`config.mk`:
```
export PLATFORM = sky130hd
export DESIGN_NAME = priority_task_scheduler_mutex
export DESIGN_NICKNAME = d
export VERILOG_FILES = /design/src/hdl/pts_pkg.sv /design/src/hdl/priority_task_scheduler_mutex.sv
export SDC_FILE = /design/constraint.sdc
export NUM_CORES = 1
export LEC_CHECK = 0
export BUFFER_PORTS_ARGS = -buffer_cell sky130_fd_sc_hd__buf_2
export CAP_MARGIN = 15
export CORE_MARGIN = 2
export CORE_UTILIZATION = 35
export DETAILED_ROUTE_END_ITERATION = 6
export GPL_TIMING_DRIVEN = 0
export SKIP_CTS_REPAIR_TIMING = 1
export SLEW_MARGIN = 10
export SYNTH_ARGS = -nofsm -noshare
export SYNTH_HDL_FRONTEND = slang
export SYNTH_SLANG_ARGS = --single-unit
```
`constraint.sdc`:
```
create_clock -name aclk -period 13.3 [get_ports aclk]
set_clock_uncertainty 0.05 [all_clocks]
set_input_delay 1.33 -clock aclk [delete_from_list [all_inputs] [get_ports aclk]]
set_output_delay 1.33 -clock aclk [all_outputs]
set_load 0.01 [all_outputs]
```
`src/hdl/pts_pkg.sv`:
```
`timescale 1ns / 1ps

package pts_pkg;

    typedef enum logic [2:0] {
        CMD_CREATE = 3'd0,
        CMD_DELAY  = 3'd1,
        CMD_TICK   = 3'd2,
        CMD_PEND   = 3'd3,
        CMD_POST   = 3'd4
    } cmd_t;

    typedef enum logic [1:0] {
        ST_DONE     = 2'd0,
        ST_ACQUIRED = 2'd1,
        ST_BLOCKED  = 2'd2,
        ST_REJECTED = 2'd3
    } status_t;

    typedef enum logic [1:0] {
        TS_EMPTY   = 2'd0,
        TS_READY   = 2'd1,
        TS_WAITING = 2'd2
    } task_state_t;

    typedef enum logic [2:0] {
        FSM_IDLE,
        FSM_TICK,
        FSM_PICK,
        FSM_OUT
    } fsm_t;

    localparam logic [15:0] FOREVER_TICKS = 16'hFFFF;

endpackage

```
`src/hdl/priority_task_scheduler_mutex.sv`:
```
`timescale 1ns / 1ps
// Sequence: create, delay, pend and post run a selection scan over all slots, one slot per
// cycle through one shared priority comparator, and then raise m_valid; a tick first runs a
// tick pass over slots 1 to TASK_SLOTS - 1 and then the selection scan.
// Throughput: one item at a time; s_ready is low until the result is taken.
// Reset (aresetn, synchronous, active low): slot 0 ready idle task, all other slots empty,
// all mutexes free, no inheritance, current task 0.
module priority_task_scheduler_mutex #(
    parameter int TASK_SLOTS  = 8,
    parameter int MUTEX_COUNT = 4,
    parameter int IDLE_LEVEL  = 255
) (
    input  logic       aclk,
    input  logic       aresetn,
    input  logic       s_valid,
    output logic       s_ready,
    input  logic [2:0] s_command,
    input  logic [2:0] s_task_index,
    input  logic [7:0] s_priority_req,
    input  logic [15:0] s_delay_ticks,
    input  logic [1:0] s_mutex_index,
    output logic       m_valid,
    input  logic       m_ready,
    output logic [1:0] m_status,
    output logic [2:0] m_next_task,
    output logic       m_switch_flag
);

    localparam int TW = (TASK_SLOTS > 1) ? $clog2(TASK_SLOTS) : 1;
    localparam int MW = (MUTEX_COUNT > 1) ? $clog2(MUTEX_COUNT) : 1;
    localparam int PW = (IDLE_LEVEL > 255) ? $clog2(IDLE_LEVEL + 1) : 8;
    localparam logic [PW-1:0] IDLE_P = PW'(IDLE_LEVEL);

    pts_pkg::task_state_t tstat_reg [TASK_SLOTS];
    logic [PW-1:0] base_reg [TASK_SLOTS];
    logic [PW-1:0] inh_reg  [TASK_SLOTS];
    logic [15:0]   dly_reg  [TASK_SLOTS];
    logic          wv_reg   [TASK_SLOTS];
    logic [MW-1:0] wm_reg   [TASK_SLOTS];
    logic          mfree_reg [MUTEX_COUNT];
    logic [TW-1:0] mown_reg  [MUTEX_COUNT];
    logic [TW-1:0] cur_reg;

    pts_pkg::fsm_t state_reg, state_next;
    logic [TW:0]   scan_reg;
    logic [TW-1:0] best_reg;
    logic [PW-1:0] bestp_reg;
    logic [1:0]    status_reg;
    logic [2:0]    next_task_reg;
    logic          switch_reg;

    logic [TW-1:0] si;
    logic [PW-1:0] sp;
    assign si = scan_reg[TW-1:0];
    assign sp = (base_reg[si] < inh_reg[si]) ? base_reg[si] : inh_reg[si];

    // command decode on accept
    logic          acc;
    logic          idx_ok, mtx_ok;
    logic [TW-1:0] idx, mi_t;
    logic [MW-1:0] mi;
    logic [PW-1:0] cur_p;
    assign acc = s_valid && s_ready;
    assign idx_ok = (32'(s_task_index) < TASK_SLOTS) && (s_task_index != 3'd0);
    assign idx = TW'(s_task_index);
    assign mtx_ok = 32'(s_mutex_index) < MUTEX_COUNT;
    assign mi = MW'(s_mutex_index);
    assign mi_t = mown_reg[mi];
    assign cur_p = (base_reg[cur_reg] < inh_reg[cur_reg]) ? base_reg[cur_reg]
                                                           : inh_reg[cur_reg];

    assign s_ready = (state_reg == pts_pkg::FSM_IDLE);
    assign m_valid = (state_reg == pts_pkg::FSM_OUT);
    assign m_status = status_reg;
    assign m_next_task = next_task_reg;
    assign m_switch_flag = switch_reg;

    always_comb begin
        state_next = state_reg;
        unique case (state_reg)
            pts_pkg::FSM_IDLE: begin
                if (acc) begin
                    state_next = (s_command == pts_pkg::CMD_TICK) ? pts_pkg::FSM_TICK
                                                                   : pts_pkg::FSM_PICK;
                end
            end
            pts_pkg::FSM_TICK: begin
                if (32'(scan_reg) == TASK_SLOTS - 1) state_next = pts_pkg::FSM_PICK;
            end
            pts_pkg::FSM_PICK: begin
                if (32'(scan_reg) == TASK_SLOTS - 1) state_next = pts_pkg::FSM_OUT;
            end
            pts_pkg::FSM_OUT: begin
                if (m_ready) state_next = pts_pkg::FSM_IDLE;
            end
            default: state_next = pts_pkg::FSM_IDLE;
        endcase
    end

    always_ff @(posedge aclk) begin
        if (!aresetn) begin
            state_reg <= pts_pkg::FSM_IDLE;
            cur_reg   <= '0;
            scan_reg  <= '0;
            for (int s = 0; s < TASK_SLOTS; s++) begin
                tstat_reg[s] <= (s == 0) ? pts_pkg::TS_READY : pts_pkg::TS_EMPTY;
                inh_reg[s]   <= IDLE_P;
                dly_reg[s]   <= '0;
                wv_reg[s]    <= 1'b0;
            end
            base_reg[0] <= IDLE_P;
            for (int m = 0; m < MUTEX_COUNT; m++) mfree_reg[m] <= 1'b1;
        end else begin
            state_reg <= state_next;
            unique case (state_reg)
                pts_pkg::FSM_IDLE: begin
                    if (acc) begin
                        status_reg <= pts_pkg::ST_REJECTED;
                        scan_reg   <= (s_command == pts_pkg::CMD_TICK) ? (TW+1)'(1) : '0;
                        best_reg   <= '0;
                        bestp_reg  <= '1;
                        unique case (s_command)
                            pts_pkg::CMD_CREATE: begin
                                if (idx_ok && tstat_reg[idx] == pts_pkg::TS_EMPTY) begin
                                    tstat_reg[idx] <= pts_pkg::TS_READY;
                                    base_reg[idx]  <= PW'(s_priority_req);
                                    inh_reg[idx]   <= IDLE_P;
                                    dly_reg[idx]   <= '0;
                                    wv_reg[idx]    <= 1'b0;
                                    status_reg     <= pts_pkg::ST_DONE;
                                end
                            end
                            pts_pkg::CMD_DELAY: begin
                                if (cur_reg != '0) begin
                                    dly_reg[cur_reg]   <= s_delay_ticks;
                                    tstat_reg[cur_reg] <= pts_pkg::TS_WAITING;
                                    status_reg         <= pts_pkg::ST_BLOCKED;
                                end
                            end
                            pts_pkg::CMD_TICK: begin
                                status_reg <= pts_pkg::ST_DONE;
                            end
                            pts_pkg::CMD_PEND: begin
                                if (mtx_ok) begin
                                    if (mfree_reg[mi] || mi_t == cur_reg) begin
                                        mfree_reg[mi] <= 1'b0;
                                        mown_reg[mi]  <= cur_reg;
                                        status_reg    <= pts_pkg::ST_ACQUIRED;
                                    end else if (cur_reg != '0) begin
                                        if (cur_p < inh_reg[mi_t]) inh_reg[mi_t] <= cur_p;
                                        wv_reg[cur_reg]    <= 1'b1;
                                        wm_reg[cur_reg]    <= mi;
                                        dly_reg[cur_reg]   <= s_delay_ticks;
                                        tstat_reg[cur_reg] <= pts_pkg::TS_WAITING;
                                        status_reg         <= pts_pkg::ST_BLOCKED;
                                    end
                                end
                            end
                            pts_pkg::CMD_POST: begin
                                if (mtx_ok && !mfree_reg[mi] && mi_t == cur_reg) begin
                                    mfree_reg[mi]    <= 1'b1;
                                    inh_reg[cur_reg] <= IDLE_P;
                                    status_reg       <= pts_pkg::ST_DONE;
                                end
                            end
                            default: ;
                        endcase
                    end
                end
                pts_pkg::FSM_TICK: begin
                    if (tstat_reg[si] == pts_pkg::TS_WAITING) begin
                        if (wv_reg[si] && mfree_reg[wm_reg[si]]) begin
                            mfree_reg[wm_reg[si]] <= 1'b0;
                            mown_reg[wm_reg[si]]  <= si;
                            wv_reg[si]    <= 1'b0;
                            dly_reg[si]   <= '0;
                            tstat_reg[si] <= pts_pkg::TS_READY;
                        end else if (dly_reg[si] == 16'd1 || dly_reg[si] == 16'd0) begin
                            dly_reg[si]   <= '0;
                            wv_reg[si]    <= 1'b0;
                            tstat_reg[si] <= pts_pkg::TS_READY;
                        end else if (dly_reg[si] != pts_pkg::FOREVER_TICKS) begin
                            dly_reg[si] <= dly_reg[si] - 16'd1;
                        end
                    end
                    scan_reg <= (32'(scan_reg) == TASK_SLOTS - 1) ? '0 : scan_reg + 1'b1;
                end
                pts_pkg::FSM_PICK: begin
                    logic [TW-1:0] nb;
                    nb = best_reg;
                    if (tstat_reg[si] == pts_pkg::TS_READY && sp < bestp_reg) begin
                        nb = si;
                        bestp_reg <= sp;
                    end
                    best_reg <= nb;
                    scan_reg <= scan_reg + 1'b1;
                    if (32'(scan_reg) == TASK_SLOTS - 1) begin
                        next_task_reg <= 3'(nb);
                        switch_reg    <= (nb != cur_reg);
                        cur_reg       <= nb;
                    end
                end
                pts_pkg::FSM_OUT: ;
                default: ;
            endcase
        end
    end

    a_idle_ready: assert property (@(posedge aclk) disable iff (!aresetn)
        tstat_reg[0] == pts_pkg::TS_READY) else $error("idle slot not ready");
    a_out_hold: assert property (@(posedge aclk) disable iff (!aresetn)
        m_valid && !m_ready |=> m_valid && $stable(m_next_task)) else $error("result lost");
    a_excl: assert property (@(posedge aclk) disable iff (!aresetn)
        !(s_ready && m_valid)) else $error("ready while result pending");
    a_cur: assert property (@(posedge aclk) disable iff (!aresetn)
        m_valid |-> 3'(cur_reg) == m_next_task) else $error("current task mismatch");

endmodule
```
==> impl_metrics.env, run 1 <==
export IMPL_synth_area_per_cell_um2=13.0
export IMPL_ios=44
export IMPL_critPathLaunchType="flip-flop"
export IMPL_min_period_over_period_pct=67.7
export IMPL_dieArea_um2=54900
export IMPL_die_x_um=234
export IMPL_hp_class="flip-flop to flip-flop"
export IMPL_fin_setup_tns_ps=0
export IMPL_crit_top_cell="buf_2"
export IMPL_die_h_um=234
export IMPL_dp_hpwl_um=38200
export IMPL_worstPathMaxFanout=10
export IMPL_critPathArrivalTime_ps=9240
export IMPL_timing_hold_ws_ps=398
export IMPL_antenna_cells=0
export IMPL_port_buffer_count=42
export IMPL_yosysTopAreaCellShare_pct=51.9
export IMPL_clk_pin_slew_ps=60
export IMPL_hold_viol_final=0
export IMPL_synthTopCellsByArea="edfxtp_1 52%, mux4_2 14%, nor2_1 4.1%, mux2i_1 4.0%, nand2_1 3.2%"
export IMPL_cp_slowest_cell="buf_1"
export IMPL_synth_edf_count=321
export IMPL_clk_path_buf_depth=3
export IMPL_maxSlewViolCount=0
export IMPL_num_vias=12800
export IMPL_drt_first_pass_iters=7
export IMPL_drc=1
export IMPL_grt_use_met2_pct=33.8
export IMPL_grt_use_met3_pct=3.98
export IMPL_clockRootBuffer="clkbuf_16"
export IMPL_area_growth_pct=13.4
export IMPL_crit_family="buffers and inverters"
export IMPL_syn_cell_area_um2=18600
export IMPL_cts_sinks=344
export IMPL_tightestPinTransition_ps=1140
export IMPL_worst_path_largest_cell_delay_ps=750
export IMPL_core_um2=52400
export IMPL_cts_tree="done"
export IMPL_fmax_mhz=111
export IMPL_vdd_drop_max_mv=0.0811
export IMPL_std_cell_rows=84
export IMPL_finalNetCount=1591
export IMPL_drt_iter0_drc=1136
export IMPL_crit_required_ps=13540
export IMPL_end_kind="flip-flop"
export IMPL_fill_cells=4894
export IMPL_synth_seq_cells=344
export IMPL_worstSetupPathType="flip-flop to flip-flop"
export IMPL_start_util_pct=35.4
export IMPL_synth_top_flop_cell="edfxtp_1"
export IMPL_yosysWarnings=0
export IMPL_antenna_found_initial=4
export IMPL_syn_inst=1423
export IMPL_grt_start_max_net_pins=18
export IMPL_layout_commonest_cell="edfxtp_1"
export IMPL_viasPerCell=5.72
export IMPL_power_leakage_uw=0.00674
export IMPL_wl_um=54100
export IMPL_largest_register_ffs=128
export IMPL_failed_checks="DRC"
export IMPL_clk_latency_ps=550
export IMPL_crit_buf_inv=9
export IMPL_grt_pass1_vias=12900
export IMPL_maxCapViolations=0
export IMPL_cts_max_level=2
export IMPL_period_needed_ps=9010
export IMPL_layout_common_cells="321 x edfxtp_1, 200 x nor2_1, 158 x nand2_1"
export IMPL_drive_above_1_share_pct=20.9
export IMPL_wl_per_cell_um=24.2
export IMPL_finalSetupViolations=0
export IMPL_gp_congestion=0.887
export IMPL_rsz0062_at_grt="false"
export IMPL_grt_pass1_wl_um=80300
export IMPL_grt_busiest_layer="met2"
export IMPL_outcome="complete, but fails checks"
export IMPL_met1_usage_pct=25.4
export IMPL_synth_area_leader_cell="edfxtp_1"
export IMPL_grtUsageTotal_pct=19.9
export IMPL_numCtsBuffers=38
export IMPL_overflow=0
export IMPL_hold_path_startpoint="wv_reg[0]$_DFF_P_"
export IMPL_synthDistinctLibCells=84
export IMPL_p_per_area_nw_per_um2=132
export IMPL_synthArstFlopShare_pct=0
export IMPL_slew_headroom_pct=23.7
export IMPL_yosysSeqAreaShare_pct=54.4
export IMPL_antenna_left=0
==> layout make-up <==
type | instances | area [µm²] | share of cell area, %
multi-input combinational | 963 | 7950 | 37.8
timing repair buffer | 53 | 302 | 1.43
sequential | 344 | 10100 | 48.0
buffer | 80 | 387 | 1.84
tap | 688 | 861 | 4.09
inverter | 38 | 143 | 0.678
clock buffer | 48 | 1080 | 5.15
clock inverter | 18 | 224 | 1.06
==> routing by layer <==
| metal | vias to the layer above | share of wire, % |
|---|---|---|
| met1 | 6483 | 41 |
| met3 | 110 | 7.3 |
| met5 | - | 0.024 |
| li1 | 5641 | - |
| met4 | 2 | 3.3 |
| met2 | 528 | 48 |
==> worst paths after layout <==
path,end,slack [ps],depth (start not counted)
setup reg to reg,m_switch_flag$_DFFE_PP_,4290,27
hold / removal,wv_reg[0]$_DFF_P_,400,2
setup / recovery,m_switch_flag$_DFFE_PP_,4290,27
hold reg to reg,wv_reg[0]$_DFF_P_,400,2
==> logic make-up after synthesis <==
group | after synthesis | synth area share, %
and+or+nand+nor | 508 | 12.5
DFF | 344 | 54.4
muxes | 217 | 19.9
AOI/OAI and AO/OA | 179 | 6.92
buffers and inverters | 118 | 2.85
adders and majority gates | 37 | 2.49
xor gates and xnor gates | 18 | 0.849
other | 2 | 0.0405
==> cell usage after synthesis, types with 9 or more instances <==
library cell    n
buf_1          14
o21ai_0        49
ha_1           37
a21oi_1        29
mux4_2        119
nor2b_1        19
nand2_1       158
nor2_1        201
xor2_1         10
nor2_2          9
nand2b_1       27
mux2_2         21
buf_2          24
nand3_1        10
inv_1          37
mux2i_1        75
dfxtp_1        23
clkbuf_1       33
edfxtp_1      321
a32oi_2         9
nor3_1         21
a32oi_1         9
==> through the flow <==
step | instances | utilization, % | cell area, µm² | total power (µW) | setup WS [ps]
after global placement | 2155 | 37.4 | 19600 | 1670 | 4560
final | 2232 | 40.1 | 21000 | 2780 | 4290
after CTS | 2229 | 40.1 | 21000 | 2790 | 4360
after detailed placement | 2163 | 37.6 | 19700 | 1680 | 4380
after global routing | 2232 | 40.1 | 21000 | 2870 | 3680
after floorplan | 1425 | - | 18600 | 1560 | 6890
==> where the power goes <==
part | internal [µW] | switching, µW
Clock | 674 | 445
Combinational | 172 | 268
Sequential | 1210 | 16.1
Total | 2050 | 729
==> worst reg2reg max path, cell delays in order, from the launching register on <==
cell and delay, ps:
dfxtp_1 480, buf_4 260, buf_2 340, buf_2 380, buf_2 430, buf_2 400
buf_1 660, buf_1 750, buf_2 460, mux4_2 360, nand2_1 100, nand2_1 70
ha_1 290, a211oi_1 240, o221ai_1 220, a21oi_1 350, clkbuf_1 410, nor2b_1 100
a31oi_1 340, ha_1 330, a21oi_1 130, nor2b_1 60, o21ai_0 140, o211ai_1 120
nor4_2 540, mux2i_1 500, xnor2_1 170, nand3_1 90
(Power assumes the default switching activity.)
==> run 2: changes to the inputs <==
clock period = 7.5 ns   (was 13.3 ns; I/O delays follow)
==> impl_metrics.env, run 2 (same netlist as run 1, synthesis figures left out) <==
export IMPL_drc=2
export IMPL_wl_per_cell_um=24.2
export IMPL_core_um2=52400
export IMPL_drt_iter0_drc=1146
export IMPL_p_per_area_nw_per_um2=235
export IMPL_fill_cells=4898
export IMPL_area_growth_pct=13.8
export IMPL_hp_class="flip-flop to flip-flop"
export IMPL_multiInputGateArea_um2=7980
export IMPL_clk_pin_slew_ps=60
export IMPL_crit_required_ps=7740
export IMPL_dp_hpwl_um=38200
export IMPL_drt_first_pass_iters=7
export IMPL_ios=44
export IMPL_start_util_pct=35.4
export IMPL_maxSlewViolCount=0
export IMPL_failed_checks="DRC"
export IMPL_die_h_um=234
export IMPL_power_leakage_uw=0.00678
export IMPL_die_x_um=234
export IMPL_tightestPinTransition_ps=1150
export IMPL_grt_pass1_wl_um=80300
export IMPL_cts_max_level=2
export IMPL_critPathLaunchType="flip-flop"
export IMPL_num_vias=12700
export IMPL_hold_viol_final=0
export IMPL_maxCapViolations=0
export IMPL_fmax_mhz=142
export IMPL_clk_latency_ps=550
export IMPL_wl_um=54000
export IMPL_dieArea_um2=54900
export IMPL_finalNetCount=1590
export IMPL_crit_buf_inv=9
export IMPL_fin_ws_ps=469
export IMPL_antenna_left=0
export IMPL_cp_slowest_cell="dfxtp_1"
export IMPL_outcome="complete, but fails checks"
export IMPL_cts_tree="done"
export IMPL_critPathArrivalTime_ps=7270
export IMPL_numCtsBuffers=38
export IMPL_grt_start_max_net_pins=18
export IMPL_seq_area_um2=10100
export IMPL_std_cell_rows=84
export IMPL_grtUsageTotal_pct=19.9
export IMPL_slew_headroom_pct=23.3
export IMPL_worstSetupPathType="flip-flop to flip-flop"
export IMPL_gp_congestion=0.887
export IMPL_end_kind="flip-flop"
export IMPL_r2r_cells=27
export IMPL_worstPathMaxFanout=19
export IMPL_crit_top_cell="clkbuf_4"
export IMPL_clockRootBuffer="clkbuf_16"
export IMPL_clk_path_buf_depth=3
export IMPL_viasPerCell=5.71
export IMPL_antenna_cells=0
export IMPL_min_period_over_period_pct=93.8
export IMPL_grt_pass1_vias=12900
export IMPL_drive_above_1_share_pct=22.0
export IMPL_largest_register_ffs=128
export IMPL_worst_path_largest_cell_delay_ps=470
export IMPL_layout_commonest_cell="edfxtp_1"
export IMPL_critPathCapture="m_switch_flag$_DFFE_PP_"
export IMPL_antenna_found_initial=4
export IMPL_crit_family="buffers and inverters"
export IMPL_utilization_pct=40.3
export IMPL_finalSetupViolations=0
export IMPL_layout_common_cells="321 x edfxtp_1, 198 x nor2_1, 158 x nand2_1"
export IMPL_place_ws_ps=-1420
export IMPL_reg2reg_slack_ps=470
export IMPL_port_buffer_count=42
export IMPL_overflow=0
export IMPL_path_depth=27
export IMPL_vdd_drop_max_mv=0.144
export IMPL_cts_sinks=344
export IMPL_period_needed_ps=7030
export IMPL_reg2reg_to="m_switch_flag$_DFFE_PP_"
run 2: report_power, final:
part,switching [µW],internal (µW)
clock,789,1190
combinational,481,317
sequential,28.8,2140
total,1300,3650
run 2: worst min path at each step:
| stage | from | to | depth (start not counted) |
|---|---|---|---|
| after global placement | wv_reg[0]$_DFF_P_ | wv_reg[0]$_DFF_P_ | 2 |
| final | wv_reg[0]$_DFF_P_ | wv_reg[0]$_DFF_P_ | 2 |
| after CTS | wv_reg[0]$_DFF_P_ | wv_reg[0]$_DFF_P_ | 2 |
| after detailed placement | wv_reg[0]$_DFF_P_ | wv_reg[0]$_DFF_P_ | 2 |
| after global routing | wv_reg[0]$_DFF_P_ | wv_reg[0]$_DFF_P_ | 2 |
| after floorplan | wv_reg[0]$_DFF_P_ | wv_reg[0]$_DFF_P_ | 2 |
run 2: stage by stage:
| step | TNS (ps) | power (µW) | hold WS, ps | cell area (µm²) | cells |
|---|---|---|---|---|---|
| 2_1_floorplan | 0 | 2760 | 355 | 18600 | 1425 |
| 3_3_place_gp | -62040 | 2970 | 382 | 19600 | 2155 |
| 3_5_place_dp | -32990 | 2980 | 386 | 19700 | 2163 |
| 4_1_cts | -36340 | 4950 | 396 | 21000 | 2229 |
| 5_1_grt | -18.8 | 5120 | 409 | 21100 | 2231 |
| 6_report | 0 | 4950 | 404 | 21100 | 2231 |
run 2: worst reg2reg max path: stages (launching register included):
cell,delay [ps]
dfxtp_1,470
buf_4,260
buf_2,340
clkbuf_4,340
buf_6,310
clkbuf_4,350
clkbuf_4,340
clkbuf_4,330
mux4_2,340
nand2_1,100
nand2_1,70
ha_1,290
a211oi_1,240
o221ai_1,240
a21oi_2,260
clkbuf_2,270
nor2b_1,70
a31oi_1,320
ha_1,320
a21oi_1,130
nor2b_1,50
o21ai_0,140
o211ai_1,160
nor4_4,180
buf_4,200
mux2i_2,370
xnor2_1,160
nand3_1,90
run 2: final cells by class:
class                           instances  share of cell area (%)
Sequential cell                       344                    47.8
Multi-Input combinational cell        963                    37.8
Clock buffer                           48                    5.13
Tap cell                              688                    4.08
Buffer                                 78                    1.98
Timing Repair Buffer                   54                    1.46
Clock inverter                         18                    1.06
Inverter                               38                   0.676
run 2: metal layers:
metal | global-route usage, % | wire length [µm] | up-vias
met1 | 25.4 | 21900 | 6465
met4 | 6.63 | 1650 | 2
met2 | 33.8 | 26300 | 541
met5 | 0 | 13 | -
met3 | 3.98 | 4130 | 99
li1 | - | - | 5631
==> run 3: changes to the inputs <==
CTS_BUF_LIST = sky130_fd_sc_hd__clkbuf_16   (was default)
==> impl_metrics.env, run 3 (same netlist as run 1, synthesis figures left out) <==
export IMPL_gp_congestion=0.887
export IMPL_num_vias=12700
export IMPL_power_uw=4940
export IMPL_die_h_um=234
export IMPL_critPathLaunchType="flip-flop"
export IMPL_clockRootBuffer="clkbuf_16"
export IMPL_stdcell_count=2231
export IMPL_combPwrFrac_pct=16.2
export IMPL_dieArea_um2=54900
export IMPL_cp_slowest_cell="dfxtp_1"
export IMPL_hold_viol_final=0
export IMPL_grt_pass1_wl_um=80300
export IMPL_area_growth_pct=13.7
export IMPL_start_util_pct=35.4
export IMPL_grt_start_max_net_pins=18
export IMPL_outcome="finished clean"
export IMPL_reg2reg_slack_ps=480
export IMPL_hp_class="flip-flop to flip-flop"
export IMPL_largest_register_ffs=128
export IMPL_switching_share_pct=26.3
export IMPL_layout_commonest_cell="edfxtp_1"
export IMPL_clk_path_buf_depth=3
export IMPL_wl_per_cell_um=24.2
export IMPL_drt_first_pass_iters=7
export IMPL_viasPerCell=5.70
export IMPL_overflow=0
export IMPL_p_sw_uw=1300
export IMPL_clock_power_share_pct=39.8
export IMPL_end_kind="flip-flop"
export IMPL_ios=44
export IMPL_layout_common_cells="321 x edfxtp_1, 198 x nor2_1, 158 x nand2_1"
export IMPL_crit_buf_inv=9
export IMPL_p_seq_share_pct=44.0
export IMPL_worstSetupPathType="flip-flop to flip-flop"
export IMPL_tightestPinTransition_ps=1150
export IMPL_fmax_mhz=142
export IMPL_worstPathMaxFanout=19
export IMPL_min_period_over_period_pct=93.6
export IMPL_slew_headroom_pct=23.2
export IMPL_p_per_area_nw_per_um2=234
export IMPL_crit_top_cell="clkbuf_4"
export IMPL_drc=0
export IMPL_drt_iter0_drc=1115
export IMPL_hold_path_startpoint="wv_reg[0]$_DFF_P_"
export IMPL_antenna_found_initial=4
export IMPL_period_needed_ps=7020
export IMPL_critPathArrivalTime_ps=7260
export IMPL_fill_cells=4899
export IMPL_power_leakage_uw=0.00679
export IMPL_crit_required_ps=7740
export IMPL_cts_tree="done"
export IMPL_worst_path_largest_cell_delay_ps=470
export IMPL_antenna_cells=0
export IMPL_clk_pin_slew_ps=60
export IMPL_port_buffer_count=42
export IMPL_cts_sinks=344
export IMPL_std_cell_rows=84
export IMPL_internal_power_uw=3640
export IMPL_placed_area_um2=19700
export IMPL_drive_above_1_share_pct=21.9
export IMPL_finalNetCount=1590
export IMPL_numPlacedInstances=2163
export IMPL_die_x_um=234
export IMPL_wl_um=54100
export IMPL_antenna_left=0
export IMPL_finalSetupViolations=0
export IMPL_grtUsageTotal_pct=19.9
export IMPL_crit_family="buffers and inverters"
export IMPL_maxSlewViolCount=0
export IMPL_final_area_um2=21100
export IMPL_fin_setup_tns_ps=0
export IMPL_maxCapViolations=0
export IMPL_core_um2=52400
export IMPL_clk_latency_ps=550
export IMPL_vdd_drop_max_mv=0.144
export IMPL_grt_pass1_vias=12900
export IMPL_dp_hpwl_um=38200
export IMPL_cts_max_level=2
export IMPL_numCtsBuffers=38
run 3: layer usage:
metal,GRT usage (%),vias up,share of wire [%]
li1,-,5634,-
met1,25.4,6441,41
met2,33.8,545,49
met3,3.98,101,7.6
met4,6.63,2,3.1
met5,0,-,0.024
run 3: final cells by class:
type                       instances  area [µm²]  area share, %
clock inverter                    24         246           1.17
timing repair buffer              54         309           1.46
clock buffer                      42        1050           4.98
sequential                       344       10100           47.9
multi-input combinational        963        7980           37.8
tap                              688         861           4.08
buffer                            78         418           1.98
inverter                          38         143          0.676
run 3: worst paths after layout:
| kind | end | cells past startpoint |
|---|---|---|
| worst max register to register | m_switch_flag$_DFFE_PP_ | 27 |
| worst max-delay path | m_switch_flag$_DFFE_PP_ | 27 |
| worst min register to register | wv_reg[0]$_DFF_P_ | 2 |
| worst min-delay path | wv_reg[0]$_DFF_P_ | 2 |
run 3: power groups by stage:
stage | sequential, µW | clock [µW] | combinational (µW)
final | 2170 | 1960 | 798
after global routing | 2180 | 2060 | 866
after CTS | 2170 | 1990 | 776
after detailed placement | 2210 | 0 | 771
after global placement | 2210 | 0 | 756
after floorplan | 2200 | 0 | 559
run 3: per-stage QoR:
step	worst slack (ps)	hold WS, ps	utilization (%)
after floorplan	1090	355	-
after global placement	-1240	382	37.4
after detailed placement	-1420	386	37.6
after CTS	-1440	396	40.1
after global routing	-18.9	409	40.2
final	482	407	40.2
run 3: worst register-to-register path, stage by stage, from the launching register on:
cell and delay (ps):
dfxtp_1 470, buf_4 260, buf_2 340, clkbuf_4 340, buf_6 310, clkbuf_4 340
clkbuf_4 330, clkbuf_4 330, mux4_2 340, nand2_1 100, nand2_1 70, ha_1 290
a211oi_1 230, o221ai_1 240, a21oi_2 260, clkbuf_2 270, nor2b_1 70, a31oi_1 320
ha_1 320, a21oi_1 130, nor2b_1 50, o21ai_0 140, o211ai_1 160, nor4_4 180
buf_4 200, mux2i_2 380, xnor2_1 160, nand3_1 90
